--- src/hw/rtl/mrd_pkg.sv ---
// ----------------------------------------------------------------------------
// mrd_pkg
// Types and codes of the MQTT receive deframer.
// ----------------------------------------------------------------------------
package mrd_pkg;

	// input actions
	localparam logic [1:0] ACT_BYTE    = 2'd0;
	localparam logic [1:0] ACT_DROP    = 2'd1;
	localparam logic [1:0] ACT_CONNECT = 2'd2;

	// parser phases
	localparam logic [2:0] PH_HEADER  = 3'd0;
	localparam logic [2:0] PH_LENGTH  = 3'd1;
	localparam logic [2:0] PH_SKIP    = 3'd2;
	localparam logic [2:0] PH_HEAD    = 3'd3;
	localparam logic [2:0] PH_TOPIC   = 3'd4;
	localparam logic [2:0] PH_MESSAGE = 3'd5;
	localparam logic [2:0] PH_DROP    = 3'd6;

	// link states
	localparam logic [1:0] LINK_DOWN = 2'd0;
	localparam logic [1:0] LINK_UP   = 2'd1;
	localparam logic [1:0] LINK_LIVE = 2'd2;

	// result kinds
	localparam logic [2:0] K_TOPIC   = 3'd0;
	localparam logic [2:0] K_MESSAGE = 3'd1;
	localparam logic [2:0] K_EMPTY   = 3'd2;
	localparam logic [2:0] K_STATE   = 3'd3;
	localparam logic [2:0] K_MALFORM = 3'd4;

	// packet types
	localparam logic [3:0] PT_CONNACK = 4'd2;
	localparam logic [3:0] PT_PUBLISH = 4'd3;

	localparam int unsigned LEN_W   = 28;
	localparam int unsigned TOPIC_W = 16;
	localparam int unsigned MAX_DIGITS = 4;

	typedef struct packed {
		logic [1:0] action;
		logic [7:0] rx_byte;
	} item_t;

	typedef struct packed {
		logic [2:0] kind;
		logic [7:0] data;
		logic       last;
		logic [1:0] link_state;
	} result_t;

endpackage

--- src/hw/rtl/mrd_if.sv ---
// ----------------------------------------------------------------------------
// mrd_if
// Valid/ready channels of the deframer: input items and results.
// ----------------------------------------------------------------------------
interface mrd_item_if;
	logic       valid;
	logic       ready;
	logic [1:0] action;
	logic [7:0] rx_byte;

	modport source (output valid, output action, output rx_byte, input ready);
	modport sink (input valid, input action, input rx_byte, output ready);
endinterface

interface mrd_result_if;
	logic       valid;
	logic       ready;
	logic [2:0] kind;
	logic [7:0] data;
	logic       last;
	logic [1:0] link_state;

	modport source (output valid, output kind, output data, output last, output link_state,
		input ready);
	modport sink (input valid, input kind, input data, input last, input link_state,
		output ready);
endinterface

--- src/hw/rtl/mqtt_receive_deframer.sv ---
// An accepted word is held in the input register; its result then goes to the output register or the skid word.
// Throughput: one word per cycle while the skid word is empty; the parser state updates once per word.
// Results wait in an output register plus one skid word; once the skid word is taken,
// the input register stops advancing (for every word, with or without a result) until the result side drains.
// Reset (arst_n low, asynchronous): link disconnected, parser expects a header byte,
// input and output registers empty.
// ----------------------------------------------------------------------------
// mqtt_receive_deframer
// Decodes MQTT fixed headers from received bytes and streams publish payloads.
// ----------------------------------------------------------------------------
module mqtt_receive_deframer
	import mrd_pkg::*;
(
	input  logic clk,
	input  logic arst_n,
	mrd_item_if.sink     items,
	mrd_result_if.source results
);

	logic    s1_valid_q;
	item_t   item_s1;
	logic    room;
	logic    advance;
	logic    accept;
	logic    res_valid;
	result_t res;

	assign advance     = s1_valid_q && room;
	assign items.ready = !s1_valid_q || room;
	assign accept      = items.valid && items.ready;

	always_ff @(posedge clk or negedge arst_n) begin
		if (!arst_n)
			s1_valid_q <= 1'b0;
		else if (accept)
			s1_valid_q <= 1'b1;
		else if (advance)
			s1_valid_q <= 1'b0;
	end

	always_ff @(posedge clk) begin
		if (accept) begin
			item_s1.action  <= items.action;
			item_s1.rx_byte <= items.rx_byte;
		end
	end

	mrd_parser u_parser (
		.clk       (clk),
		.arst_n    (arst_n),
		.step      (advance),
		.item      (item_s1),
		.res_valid (res_valid),
		.res       (res)
	);

	mrd_out_buf u_out_buf (
		.clk       (clk),
		.arst_n    (arst_n),
		.push      (advance && res_valid),
		.push_data (res),
		.room      (room),
		.results   (results)
	);

endmodule

--- src/hw/rtl/mrd_parser.sv ---
// ----------------------------------------------------------------------------
// mrd_parser
// Fixed-header parser state and its combinational next-state and result logic.
// ----------------------------------------------------------------------------
module mrd_parser
	import mrd_pkg::*;
(
	input  logic    clk,
	input  logic    arst_n,
	input  logic    step,
	input  item_t   item,
	output logic    res_valid,
	output result_t res
);

	logic [2:0]         phase_q, phase_d;
	logic [3:0]         ptype_q, ptype_d;
	logic [LEN_W-1:0]   accum_q, accum_d;
	logic [2:0]         digits_q, digits_d;
	logic [LEN_W-1:0]   body_left_q, body_left_d;
	logic [TOPIC_W-1:0] topic_left_q, topic_left_d;
	logic               body_idx_q, body_idx_d;
	logic [1:0]         link_q, link_d;

	logic [LEN_W-1:0]   body_dec;
	logic [TOPIC_W-1:0] topic_dec;
	logic [TOPIC_W-1:0] topic_full;
	logic [LEN_W-1:0]   accum_new;
	logic [7:0]         b;

	assign b          = item.rx_byte;
	assign body_dec   = body_left_q - LEN_W'(1);
	assign topic_dec  = topic_left_q - TOPIC_W'(1);
	assign topic_full = {topic_left_q[15:8], b};

	// place the next base-128 digit, least significant first
	always_comb begin
		case (digits_q[1:0])
			2'd0:    accum_new = accum_q | {21'd0, b[6:0]};
			2'd1:    accum_new = accum_q | {14'd0, b[6:0], 7'd0};
			2'd2:    accum_new = accum_q | {7'd0, b[6:0], 14'd0};
			default: accum_new = accum_q | {b[6:0], 21'd0};
		endcase
	end

	always_comb begin
		phase_d      = phase_q;
		ptype_d      = ptype_q;
		accum_d      = accum_q;
		digits_d     = digits_q;
		body_left_d  = body_left_q;
		topic_left_d = topic_left_q;
		body_idx_d   = body_idx_q;
		link_d       = link_q;
		res_valid    = 1'b0;
		res.kind     = K_STATE;
		res.data     = 8'd0;
		res.last     = 1'b0;

		case (item.action)
			ACT_DROP: begin
				phase_d      = PH_HEADER;
				ptype_d      = 4'd0;
				accum_d      = '0;
				digits_d     = 3'd0;
				body_left_d  = '0;
				topic_left_d = '0;
				body_idx_d   = 1'b0;
				link_d       = LINK_DOWN;
				res_valid    = 1'b1;
			end
			ACT_CONNECT: begin
				if (link_q == LINK_DOWN) begin
					link_d    = LINK_UP;
					res_valid = 1'b1;
				end
			end
			ACT_BYTE: begin
				case (phase_q)
					PH_LENGTH: begin
						accum_d  = accum_new;
						digits_d = digits_q + 3'd1;
						if (b[7]) begin
							if (digits_d >= 3'(MAX_DIGITS)) begin
								phase_d   = PH_DROP;
								res_valid = 1'b1;
								res.kind  = K_MALFORM;
							end
						end else begin
							body_left_d = accum_new;
							body_idx_d  = 1'b0;
							if (accum_new == '0)
								phase_d = PH_HEADER;
							else if (accum_new < LEN_W'(2) ||
								!(ptype_q inside {PT_CONNACK, PT_PUBLISH}))
								phase_d = PH_SKIP;
							else
								phase_d = PH_HEAD;
						end
					end
					PH_SKIP: begin
						body_left_d = body_dec;
						if (body_dec == '0)
							phase_d = PH_HEADER;
					end
					PH_HEAD: begin
						body_left_d = body_dec;
						if (!body_idx_q) begin
							topic_left_d = {b, 8'd0};
							body_idx_d   = 1'b1;
						end else begin
							body_idx_d = 1'b0;
							if (ptype_q == PT_CONNACK) begin
								link_d    = (b == 8'd0) ? LINK_LIVE : LINK_DOWN;
								phase_d   = (body_dec == '0) ? PH_HEADER : PH_SKIP;
								res_valid = 1'b1;
							end else if (LEN_W'(topic_full) > body_dec) begin
								// topic runs past the body: skip the rest
								topic_left_d = '0;
								phase_d      = (body_dec == '0) ? PH_HEADER : PH_SKIP;
							end else if (body_dec == '0) begin
								topic_left_d = topic_full;
								phase_d      = PH_HEADER;
								res_valid    = 1'b1;
								res.kind     = K_EMPTY;
								res.last     = 1'b1;
							end else begin
								topic_left_d = topic_full;
								phase_d      = (topic_full != '0) ? PH_TOPIC : PH_MESSAGE;
							end
						end
					end
					PH_TOPIC: begin
						body_left_d  = body_dec;
						topic_left_d = topic_dec;
						if (body_dec == '0)
							phase_d = PH_HEADER;
						else if (topic_dec == '0)
							phase_d = PH_MESSAGE;
						res_valid = 1'b1;
						res.kind  = K_TOPIC;
						res.data  = b;
						res.last  = (body_dec == '0);
					end
					PH_MESSAGE: begin
						body_left_d = body_dec;
						if (body_dec == '0)
							phase_d = PH_HEADER;
						res_valid = 1'b1;
						res.kind  = K_MESSAGE;
						res.data  = b;
						res.last  = (body_dec == '0);
					end
					PH_DROP: begin
						// hold until the link drops
					end
					default: begin
						ptype_d  = b[7:4];
						accum_d  = '0;
						digits_d = 3'd0;
						phase_d  = PH_LENGTH;
					end
				endcase
			end
			default: begin
			end
		endcase

		res.link_state = link_d;
	end

	always_ff @(posedge clk or negedge arst_n) begin
		if (!arst_n) begin
			phase_q      <= PH_HEADER;
			ptype_q      <= 4'd0;
			accum_q      <= '0;
			digits_q     <= 3'd0;
			body_left_q  <= '0;
			topic_left_q <= '0;
			body_idx_q   <= 1'b0;
			link_q       <= LINK_DOWN;
		end else if (step) begin
			phase_q      <= phase_d;
			ptype_q      <= ptype_d;
			accum_q      <= accum_d;
			digits_q     <= digits_d;
			body_left_q  <= body_left_d;
			topic_left_q <= topic_left_d;
			body_idx_q   <= body_idx_d;
			link_q       <= link_d;
		end
	end

endmodule

--- src/hw/rtl/mrd_out_buf.sv ---
// ----------------------------------------------------------------------------
// mrd_out_buf
// Result register with a skid stage in front of the result channel.
// ----------------------------------------------------------------------------
module mrd_out_buf
	import mrd_pkg::*;
(
	input  logic    clk,
	input  logic    arst_n,
	input  logic    push,
	input  result_t push_data,
	output logic    room,
	mrd_result_if.source results
);

	logic    out_valid_q;
	logic    skid_valid_q;
	result_t out_q;
	result_t skid_q;
	logic    pop;

	assign room = !skid_valid_q;
	assign pop  = out_valid_q && results.ready;

	assign results.valid      = out_valid_q;
	assign results.kind       = out_q.kind;
	assign results.data       = out_q.data;
	assign results.last       = out_q.last;
	assign results.link_state = out_q.link_state;

	always_ff @(posedge clk or negedge arst_n) begin
		if (!arst_n) begin
			out_valid_q  <= 1'b0;
			skid_valid_q <= 1'b0;
		end else if (pop) begin
			// skid holds the older word, so it goes first
			out_valid_q  <= skid_valid_q || push;
			skid_valid_q <= 1'b0;
		end else if (push) begin
			if (out_valid_q)
				skid_valid_q <= 1'b1;
			else
				out_valid_q <= 1'b1;
		end
	end

	always_ff @(posedge clk) begin
		if (pop) begin
			if (skid_valid_q)
				out_q <= skid_q;
			else if (push)
				out_q <= push_data;
		end else if (push) begin
			if (out_valid_q)
				skid_q <= push_data;
			else
				out_q <= push_data;
		end
	end

endmodule

--- src/flat_wrapper.sv ---
// flat-port wrapper written by rule: the top's interface ports become plain ports
module mqtt_receive_deframer_flat import mrd_pkg::*;
  (clk, arst_n, items_valid, items_action, items_rx_byte, items_ready, results_valid, results_kind, results_data, results_last, results_link_state, results_ready);
  mrd_item_if items_i ();
  mrd_result_if results_i ();
  input  logic clk;
  input  logic arst_n;
  input wire logic [$bits(items_i.valid)-1:0] items_valid;
  input wire logic [$bits(items_i.action)-1:0] items_action;
  input wire logic [$bits(items_i.rx_byte)-1:0] items_rx_byte;
  output wire logic [$bits(items_i.ready)-1:0] items_ready;
  output wire logic [$bits(results_i.valid)-1:0] results_valid;
  output wire logic [$bits(results_i.kind)-1:0] results_kind;
  output wire logic [$bits(results_i.data)-1:0] results_data;
  output wire logic [$bits(results_i.last)-1:0] results_last;
  output wire logic [$bits(results_i.link_state)-1:0] results_link_state;
  input wire logic [$bits(results_i.ready)-1:0] results_ready;
  assign items_i.valid = items_valid;
  assign items_i.action = items_action;
  assign items_i.rx_byte = items_rx_byte;
  assign items_ready = items_i.ready;
  assign results_valid = results_i.valid;
  assign results_kind = results_i.kind;
  assign results_data = results_i.data;
  assign results_last = results_i.last;
  assign results_link_state = results_i.link_state;
  assign results_i.ready = results_ready;
  mqtt_receive_deframer u_core (.clk(clk), .arst_n(arst_n), .items(items_i), .results(results_i));
endmodule
--- config.mk ---
export PLATFORM = sky130hd
export DESIGN_NAME = mqtt_receive_deframer_flat
export DESIGN_NICKNAME = d
export VERILOG_FILES = /design/src/hw/rtl/mrd_pkg.sv /design/src/hw/rtl/mrd_if.sv /design/src/hw/rtl/mqtt_receive_deframer.sv /design/src/hw/rtl/mrd_parser.sv /design/src/hw/rtl/mrd_out_buf.sv /design/src/flat_wrapper.sv
export SDC_FILE = /design/constraint.sdc
export NUM_CORES = 1
export LEC_CHECK = 0
export BUFFER_PORTS_ARGS = -buffer_cell sky130_fd_sc_hd__buf_2
export CORE_UTILIZATION = 30
export DETAILED_ROUTE_END_ITERATION = 7
export PLACE_DENSITY_LB_ADDON = 0.2
export SLEW_MARGIN = 20
export SYNTH_ARGS = -nofsm -noshare
export SYNTH_HDL_FRONTEND = slang
export SYNTH_SLANG_ARGS = --single-unit
--- constraint.sdc ---
create_clock -name clk -period 6.5 [get_ports clk]
set_clock_uncertainty 0.1 [all_clocks]
set_input_delay 0 -clock clk [delete_from_list [all_inputs] [get_ports clk]]
set_output_delay 0 -clock clk [all_outputs]
set_load 0.005 [all_outputs]
# Yosys cells after proc, flatten, opt, wreduce, memory -nomap -nowiden
# Cells that the tools add are included.
[op_classes]
add_sub_neg = 3
n_lt_le_gt_ge = 3
eq_ne = 26
muxes = 73
bitwise = 5
reduce_logical = 39
[ops]
columns = ["op", "n"]
rows = [
  ["one-hot mux 28 bit (2 select lines)", 4],
  ["one-hot mux 28 bit (3 select lines)", 1],
  ["2-to-1 mux 14 bit", 5],
  ["one-hot mux 16 bit (2 select lines)", 2],
  ["logical NOT 28 bit", 2],
  ["2-to-1 mux 16 bit", 3],
  ["2-to-1 mux 3 bit", 12],
  ["> comparator 16 x 28 -> 1 bit", 1],
  ["< comparator 28 x 2 -> 1 bit, second input constant", 1],
  ["2-to-1 mux 28 bit", 1],
  ["bitwise OR 28 x 14 -> 28 bit", 1],
  ["bitwise OR 28 x 21 -> 28 bit", 1],
  ["bitwise OR 28 bit", 1],
  ["bitwise OR 28 x 7 -> 28 bit", 1],
  ["subtractor 28 x 1 -> 28 bit, second input constant", 1],
  ["2-to-1 mux 1 bit", 24],
  ["!= test 3 bit, second input constant", 6],
  ["one-hot mux 3 bit (2 select lines)", 3],
  ["logical NOT 16 bit", 1],
  ["!= test 4 bit, second input constant", 4],
  ["nonzero test 16 bit", 1],
  ["subtractor 16 x 1 -> 16 bit, second input constant", 1],
  ["one-hot mux 3 bit (5 select lines)", 1],
  ["2-to-1 mux 12 bit", 1],
  ["34 further kinds", 70],
]
[totals]
ff_bits = 126
out_inout_bits = 16
word_cells = 171

# Logic depth before layout (Yosys ltp)
# Gate-level depths: netlist (run 1).
[depth]
depth_word = 12
mapped_depth = 16
depth_no_buf = 16

# Cells and area by module
# A second synthesis (run 1) with hierarchy kept.
[hier_totals]
hier_cells = 931
area_unflattened_um2 = 8030.2
[by_module_without_submodules]
columns = ["mod", "instances", "cells_per_inst", "area_per_inst_um2", "seq_area_each_um2"]
rows = [
  ["mrd_parser", 1, 860, 6501.2, 2127.0],
  ["mrd_out_buf", 1, 55, 1162.4, 890.9],
  ["mqtt_receive_deframer", 1, 16, 366.6, 325.3],
]

# Worst setup path before layout (run 1)
# No wires, ideal clock.
[synth_path]
kind = "flip-flop to flip-flop"
start = "reg u_core.u_parser.body_left_q[4]"
end = "reg u_core.u_out_buf.skid_q[0] (netlist name) (enable)"
arrival_ns = 3.929
slack_ns = 2.065
path_stages_with_launch = 16
period_less_slack_ns = 4.435
path_cell_list = "dfrtp_1 buf_6 or4_4 nor2_1 nand3_1 xor2_1 ha_1 nand3_1 nand2_1 a21o_1 a21oi_1 a32o_1 o21a_1 and3_1 o211ai_1 nor3b_1"
[synth_via]
elab_chain_len = 10
elab_cells_between_ends = 11
[synth_lines]
columns = ["item", "line", "source"]
rows = [
  ["from (decl)", "mrd_parser.sv:20", "logic [LEN_W-1:0] body_left_q, body_left_d;"],
  ["from (signal assigned)", "mrd_parser.sv:187", "body_left_q <= body_left_d;"],
  ["subtractor 28 x 1 -> 28 bit (*)", "mrd_parser.sv:32", "assign body_dec = body_left_q - LEN_W'(1);"],
  ["parallel branches: the longest is 2 deep, another holds > comparator 16 x 28 -> 1 bit", "n/a", ""],
  ["2-to-1 mux 1 bit (*)", "mrd_parser.sv:117", "end else if (LEN_W'(topic_full) > body_dec) begin"],
  ["2-to-1 mux 1 bit (*)", "mrd_parser.sv:113", "if (ptype_q == PT_CONNACK) begin"],
  ["2-to-1 mux 1 bit (*)", "mrd_parser.sv:108", "if (!body_idx_q) begin"],
  ["one-hot mux 1 bit (3 select lines) (*)", "mrd_parser.sv:79", "case (phase_q)"],
  ["one-hot mux 1 bit (3 select lines) (*)", "mrd_parser.sv:60", "case (item.action)"],
  ["logical AND 1 bit (*)", "mqtt_receive_deframer.sv:60", ".push (advance && res_valid),"],
  ["AND reduction 3 bit (no line) (*)", "n/a", ""],
  ["to (signal assigned)", "mrd_out_buf.sv:55", "skid_q <= push_data;"],
  ["to (decl)", "mrd_out_buf.sv:19", "result_t skid_q;"],
]
# Every way passes the cells marked *.
# A chain may end at the register's enable or synchronous reset.

# Worst setup path after layout (run 1)
# Same ends and word-level chain as after synthesis.

==> flow_summary_export.csv, run 1 <==
group,metric,value,unit
die,coreArea,0.0263,mm2
routing,routed_wl,25300,um
yosys,synth_top_cell_by_area,"dfrtp_1",
yosys,yosys-mux-area-fraction,2.15,%
routing,drc,4,
yosys,synth_edf_count,38,
timing,period_share,72.2,%
yosys,synthCells,949,
worst_setup_path,worstSetupStartpointType,"flop",
global_routing,grt_pass1_wl,41100,um
die,start_util,30.8,%
timing,relSlewSlack,30.8,%
worst_setup_path,cp_common_cell,"nand3_1",
yosys,synth_top_family_by_area,"simple AND/OR/NAND/NOR gates",
timing,rsz0062_at_grt,"no",
global_routing,antenna_found_initial,0,
routing,drt-wirelength-per-cell,19.3,um
yosys,yosys.area_share.simple,24.0,%
die,die_area,0.0277,mm2
flow_run,drv_cap,0,
worst_setup_path,ff2ff_setup_slack,1.81,ns
routing,vias_per_cell,5.53,
yosys,synth_ff_type,"dfrtp_1",
power_and_ir_drop,cellPowerDensity,476,mW/mm2
yosys,synth_compound_area_share,22.5,%
worst_setup_path,crit_chain,"or4_4 > nor2_1 > nand3_1 > xor2_1 > ha_1 > nand3_1 > nand2_1 > a21o_1 > a21oi_1 > a32o_1 > o21a_1 > and3_1 > o211ai_1 > nor3b_2",
layout,regArea,0.00334,mm2
yosys,synth_area,0.00810,mm2
worst_setup_path,r2r_cells,14,
routing,vias,7245,
global_routing,first_global_vias,7047,
routing,antenna_left,0,
yosys,syn_nets,986,
worst_setup_path,slowest_stage,"nor3b_2",
power_and_ir_drop,ir_drop,0.000169,V
timing,hold_violations,0,
timing,fmax,213,MHz
timing,final-setup-viol-count,0,
layout,syn2layout_area_growth,14.0,%
yosys,synth-seq-cells,126,
timing,setup_tns,0,ns
worst_setup_path,crit_arrival,4.63,ns
worst_setup_path,crit_fanout,14,
layout,fillers,2767,
clocking,cts.sinks,126,
die,row_count,59,
die,die_h,166,um
layout,nNetsFinal,999,
worst_setup_path,crit_required,6.44,ns
worst_setup_path,end_kind,"flop",
worst_setup_path,cpPeakStageDelay,0.89,ns
outcome,status,"finished, violations left",
yosys,avgSynthCellArea,8.54,um2
layout,drive_gt1_share,10.9,%
power_and_ir_drop,leakagePower,0.00377,uW
layout,post-route-util,35.1,%
clocking,clockBufferDepth,2,
yosys,yosys_warnings,0,
timing,tightest_slew,1.03,ns
yosys,yosys.area_share.xor_xnor,2.12,%
die,ioPinCount,30,
worst_setup_path,critical_path_class,"reg2reg",
routing,drt_first_pass_iters,7,
layout,antenna_cells,0,
yosys,ys_seq_area_share,41.3,%
yosys,yosys.area.top_type_share,27.2,%
timing,fin_crit,4.69,ns
clocking,cts_resized,0,
global_routing,grt_usage,19.0,%
placed_design,dp.final_hpwl,17400,um
clocking,clk_pin_slew,0.07,ns
hold_path,hold_class,"in2async",
yosys,async_flop_share,69.8,%
outcome,violations,"design-rule violations",
timing,holdWs,0.0967,ns
clocking,cts_root_buf,"clkbuf_16",
layout,final_cell_mix,"117 x o21ai_0, 103 x nand2_1, 91 x nor2_1",
routing,drtIter0Drc,605,
global_routing,grt_max_degree,68,
yosys,yosysUniqueCellTypes,71,
yosys,synthAdderAreaFrac,3.68,%
layout,final_common_cell,"o21ai_0",
global_routing,grt_overflow,0,
layout,multiInputGateArea,0.00443,mm2
clocking,htree_levels,4,
yosys,yosys-top-cells-area,"dfrtp_1 27%, edfxtp_1 14%, o21ai_0 7.3%, nand2_1 4.8%, nor2_1 4.2%",
clocking,numCtsBuffers,17,
clocking,worstSkewPairLatency,0.43,ns
placed_design,place_congestion,0.884,
timing,slew_viol_final,0,
placed_design,io_buffers,29,
die,fp.dieW,166,um
clocking,cts_tree,"built",
-- logic make-up (layout without fill, tap and decap cells) --
kind of cell,count (synthesis),in the layout
fa+ha+maj,24,24
xor+xnor,18,18
simple gates,379,379
buf+inv,91,117
compound gates,295,295
mux,16,16
flops,126,126
-- per-layer routing --
layer	vias up	part of all wire [%]	track usage, %
met5	-	0	0
met4	0	1.9	6.12
met3	36	5.8	3.69
met2	195	45	29.3
met1	3492	47	26.6
li1	3522	-	-
-- area by class of cell --
type / instances / share of cell area [%]
inverters: 32 / 1.30
repair buffers: 53 / 3.88
clock buffers: 18 / 4.65
clock inverters: 14 / 1.45
flip-flops and latches: 126 / 36.2
well taps: 335 / 4.54
multi-input cells: 732 / 48.0
-- through the flow --
stage,cells,setup WS [ns],area (um2),total power (uW)
finish,1310,1.81,9230,4390
global route,1310,1.42,9230,4730
global placement,1264,1.84,8540,3430
detailed placement,1264,1.79,8540,3430
CTS,1310,1.79,9240,4400
floorplan,949,2.06,8100,2820
-- cells in the mapped netlist (4+ instances only) --
library cell and count:
nor3_1 38, and2_1 6, nor3b_1 5, nor2b_1 18, o31ai_1 31, a21o_1 6, nand2b_1 5, edfxtp_1 38
xnor2_1 13, nand3_1 26, mux2_2 11, or4_1 4, inv_1 31, nor4_1 18, o21ai_0 118, nor2_1 91
a31oi_1 15, nand4_1 10, a2bb2oi_1 5, nand3b_1 6, o21a_1 9, clkbuf_1 54, mux2i_1 5, ha_1 23
xor2_1 4, a221o_1 7, and3_1 23, dfrtp_1 88, or3_1 5, a22oi_1 5, o31a_1 4, o41ai_1 5
nand2_1 103, a21oi_1 63
-- final timing paths --
check,startpoint,endpoint
max reg2reg,u_core.u_parser.body_left_q[4]$_DFFE_PN0P_,u_core.u_out_buf.skid_q[0]$_DFFE_PP_
min in group clk,items_rx_byte[7],u_core.item_s1[7]$_DFFE_PP_
min,arst_n,u_core.u_parser.accum_q[19]$_DFFE_PN0P_
max,u_core.u_parser.body_left_q[4]$_DFFE_PN0P_,u_core.u_out_buf.skid_q[0]$_DFFE_PP_
min reg2reg,u_core.u_parser.accum_q[0]$_DFFE_PN0P_,u_core.u_parser.accum_q[0]$_DFFE_PN0P_
max in group asynchronous,arst_n,u_core.u_parser.phase_q[0]$_DFFE_PN0P_
-- sequential cells by signal (all words and copies together) (netlist names) --
signal / flops
u_core.u_parser.link_q: 2
u_core.u_parser.body_left_q: 28
u_core.u_parser.ptype_q: 4
u_core.u_parser.body_idx_q: 1
u_core.u_out_buf.results.kind: 3
u_core.u_out_buf.results.data: 8
u_core.u_parser.phase_q: 3
u_core.u_parser.digits_q: 3
u_core.u_out_buf.skid_valid_q: 1
u_core.u_parser.topic_left_q: 16
u_core.u_out_buf.skid_q: 14
u_core.u_out_buf.results.last: 1
u_core.u_parser.accum_q: 28
u_core.s1_valid_q: 1
u_core.u_out_buf.results.valid: 1
u_core.u_out_buf.results.link_state: 2
u_core.item_s1: 10
-- power by group --
part | switching (uW) | internal [uW] | total [uW]
clock | 407 | 533 | 940
combinational | 1480 | 837 | 2320
sequential | 186 | 945 | 1130
-- critical path, delay by kind of cell, from the launching register on --
kind	cells	cell delay, ns
adders and majority gates	1	0.30
xor gates and xnor gates	1	0.28
AOI/OAI and AO/OA	5	0.80
DFF	1	0.49
and+or+nand+nor	7	2.36
-- what timing repair did --
| action | 4_1_cts | 5_1_grt |
|---|---|---|
| setup buffers | 0 | 0 |
| hold buffers | 14 | 0 |
| endpoints found under the hold margin | 48 | 0 |
Note: power is estimated with default switching activity, not from simulation.
==> inputs of run 2 (changes only) <==
--- a/config.mk
+++ b/config.mk
@@ -5,6 +5,7 @@
 export SDC_FILE = /design/constraint.sdc
 export NUM_CORES = 1
 export LEC_CHECK = 0
+export ABC_AREA = 1
 export BUFFER_PORTS_ARGS = -buffer_cell sky130_fd_sc_hd__buf_2
 export CORE_UTILIZATION = 30
 export DETAILED_ROUTE_END_ITERATION = 7
==> constraint.sdc (replaced) <==
create_clock -name clk -period 4.43 [get_ports clk]
set_clock_uncertainty 0.1 [all_clocks]
set_input_delay 0 -clock clk [delete_from_list [all_inputs] [get_ports clk]]
set_output_delay 0 -clock clk [all_outputs]
set_load 0.005 [all_outputs]
==> run 2 against run 1 <==
The run now ends clean. Sequential share of layout area down 0.083 points. Clock power up 60%. Sequential power up 33%. Count of clock-buffer cells in the layout down 1. Critical path depth up 5. Wire length down 1.9%. Critical path type unchanged.
==> flow_summary_export.csv, run 2 <==
group,metric,value,unit
yosys,async_flop_share,69.8,%
yosys,avgSynthCellArea,7.35,um2
power_and_ir_drop,cellPowerDensity,657,mW/mm2
yosys,yosys-top-cells-area,"dfrtp_1 28%, nand2_1 15%, edfxtp_1 14%, inv_1 6.3%, o21ai_0 5.9%",
global_routing,grt_max_degree,48,
worst_setup_path,startpoint,"u_core.u_parser.body_left_q[0]$_DFFE_PN0P_",
yosys,yosys_warnings,0,
timing,relSlewSlack,33.5,%
yosys,synth_ff_type,"dfrtp_1",
timing,period_share,78.6,%
routing,drt-wirelength-per-cell,16.8,um
worst_setup_path,end_kind,"flop",
die,die_h,165,um
worst_setup_path,r2r_end,"u_core.u_out_buf.results.last$_DFFE_PP_",
clocking,numCtsBuffers,17,
clocking,htree_levels,4,
layout,syn2layout_area_growth,16.5,%
timing,rsz0062_at_grt,"no",
routing,antenna_left,0,
clocking,cts_resized,0,
yosys,ys_seq_area_share,42.1,%
worst_setup_path,worstSetupStartpointType,"flop",
clocking,clk_pin_slew,0.06,ns
worst_setup_path,crit_chain,"inv_1 > ha_1 > inv_1 > nor2_2 > nand2_1 > nand2_1 > nand2_1 > ha_1 > nand2_1 > nor2_1 > nand4_1 > nor2_1 > nor2_4 > nand2_4 > nand3_1 > nand2_1 > nand2_1 > a21oi_1 > buf_4",
layout,final_cell_mix,"307 x nand2_1, 134 x inv_1, 111 x nor2_1",
routing,vias,7355,
layout,antenna_cells,0,
yosys,yosys.area.top_type_share,27.7,%
yosys,synth-seq-cells,126,
clocking,cts.sinks,126,
die,start_util,30.6,%
timing,slew_viol_final,0,
yosys,yosysUniqueCellTypes,43,
placed_design,place_area,0.00852,mm2
clocking,cts_root_buf,"clkbuf_16",
timing,hold_violations,0,
layout,post-route-util,35.6,%
layout,final_common_cell,"nand2_1",
routing,drtIter0Drc,569,
die,coreArea,0.0260,mm2
die,row_count,59,
yosys,synth_top_cell_by_area,"dfrtp_1",
timing,fin_crit,3.48,ns
worst_setup_path,crit_fanout,14,
yosys,synth_area,0.00794,mm2
worst_setup_path,path_delay_family,"simple AND/OR/NAND/NOR gates",
routing,drt_first_pass_iters,5,
yosys,synth_edf_count,38,
worst_setup_path,crit_required,4.46,ns
placed_design,place_congestion,0.853,
layout,drive_gt1_share,11.4,%
clocking,clockBufferDepth,2,
global_routing,grt_overflow,0,
outcome,status,"complete, no violations",
worst_setup_path,path_buf_inv,3,
worst_setup_path,cpPeakStageDelay,0.38,ns
global_routing,antenna_found_initial,0,
global_routing,grt_pass1_wl,40100,um
worst_setup_path,cp-endpoint,"u_core.u_out_buf.results.last$_DFFE_PP_",
layout,nNetsFinal,1169,
worst_setup_path,cp.depth,19,
die,die_area,0.0271,mm2
clocking,worstSkewPairLatency,0.43,ns
power_and_ir_drop,leakagePower,0.00437,uW
flow_run,drv_cap,0,
timing,tightest_slew,0.997,ns
timing,setup_tns,0,ns
die,ioPinCount,30,
layout,fin_area,0.00926,mm2
yosys,syn_nets,1118,
power_and_ir_drop,ir_drop,0.000303,V
routing,drc,0,
hold_path,hold_class,"in2async",
global_routing,first_global_vias,7240,
yosys,synthCells,1081,
worst_setup_path,rr_startpoint,"u_core.u_parser.body_left_q[0]$_DFFE_PN0P_",
timing,fmax,287,MHz
layout,largest_registers,"u_core.u_parser.accum_q (28), u_core.u_parser.body_left_q (28), u_core.u_parser.topic_left_q (16)",
worst_setup_path,r2r_cells,19,
clocking,cts_tree,"built",
worst_setup_path,crit_arrival,3.51,ns
worst_setup_path,cp_common_cell,"nand2_1",
global_routing,grt_usage,19.5,%
placed_design,io_buffers,29,
yosys,netlist_top_cells_count,"307 x nand2_1, 134 x inv_1, 111 x nor2_1, 93 x o21ai_0, 88 x dfrtp_1",
worst_setup_path,critical_path_class,"reg2reg",
worst_setup_path,ff2ff_setup_slack,0.95,ns
routing,routed_wl,24800,um
timing,final-setup-viol-count,0,
die,fp.dieW,165,um
yosys,yosysMostFrequentCell,"nand2_1",
placed_design,dp.final_hpwl,18300,um
routing,vias_per_cell,4.97,
worst_setup_path,slowest_stage,"dfrtp_1",
run 2: changes by cell type after synthesis, sizes merged, moves of 34 or more:
cell and change:
a21oi -38, clkbuf -34, inv +110, nand2 +212, nand3 +41, nor2 +45, o22ai +41
run 2: cell families (layout without fill, tap and decap cells):
family | after synthesis | after routing | synth area share (%)
AOI/OAI and AO/OA | 190 | 190 | 13.8
xor gates and xnor gates | 14 | 14 | 1.54
adders and majority gates | 23 | 23 | 3.62
buffers and inverters | 169 | 233 | 8.11
DFF | 126 | 126 | 42.1
and+or+nand+nor | 559 | 559 | 30.8
run 2: area by class of cell:
| class | count | area [um2] |
|---|---|---|
| Tap cell | 335 | 419 |
| Inverter | 144 | 541 |
| Timing Repair Buffer | 57 | 390 |
| Sequential cell | 126 | 3340 |
| Clock buffer | 17 | 425 |
| Multi-Input combinational cell | 786 | 3950 |
| Fill cell | 2775 | 16700 |
| Clock inverter | 15 | 183 |
run 2: how the worst min path moves through the flow:
stage | endpoint | start
after global placement | u_core.u_parser.body_left_q[21]$_DFFE_PN0P_ | arst_n
final | u_core.u_parser.body_left_q[20]$_DFFE_PN0P_ | arst_n
after detailed placement | u_core.u_parser.body_left_q[19]$_DFFE_PN0P_ | arst_n
after global routing | u_core.u_parser.body_left_q[19]$_DFFE_PN0P_ | arst_n
after CTS | u_core.u_parser.body_left_q[20]$_DFFE_PN0P_ | arst_n
after floorplan | u_core.s1_valid_q$_DFFE_PN0P_ | arst_n
run 2: power breakdown:
group	internal (uW)	switching [uW]	leakage, uW
logic	996	2090	0.00251
registers	1360	137	0.00157
clock network	895	601	0.000296
total	3250	2830	0.00437
run 2: stage by stage:
step / hold WS (ns) / total power, uW / std cells / setup slack (ns)
after floorplan: -0.396 / 3720 / 1081 / 0.868
after global placement: -0.00556 / 4560 / 1435 / 1.03
after detailed placement: -0.00400 / 4570 / 1435 / 0.953
after CTS: 0.124 / 6080 / 1480 / 0.927
after global routing: 0.145 / 6580 / 1480 / 0.514
final: 0.0758 / 6080 / 1480 / 0.949
run 2: worst reg2reg max path, stage by stage (launching register included):
cell,delay [ns]
dfrtp_1,0.38
inv_1,0.17
ha_1,0.32
inv_1,0.11
nor2_2,0.23
nand2_1,0.09
nand2_1,0.06
nand2_1,0.11
ha_1,0.30
nand2_1,0.05
nor2_1,0.15
nand4_1,0.09
nor2_1,0.20
nor2_4,0.05
nand2_4,0.12
nand3_1,0.10
nand2_1,0.07
nand2_1,0.09
a21oi_1,0.16
buf_4,0.24
run 2: timing repair:
| action | 4_1_cts | 5_1_grt |
|---|---|---|
| buffers inserted | 0 | 0 |
| hold buffers | 13 | 0 |
| hold endpoints to repair | 59 | 0 |
run 2: per-layer routing:
metal | vias up | track usage, % | part of all wire (%)
met4 | 0 | 5.50 | 1.4
li1 | 3671 | - | -
met5 | - | 0 | 0
met3 | 26 | 3.37 | 4.7
met1 | 3482 | 27.6 | 49
met2 | 176 | 30.2 | 45
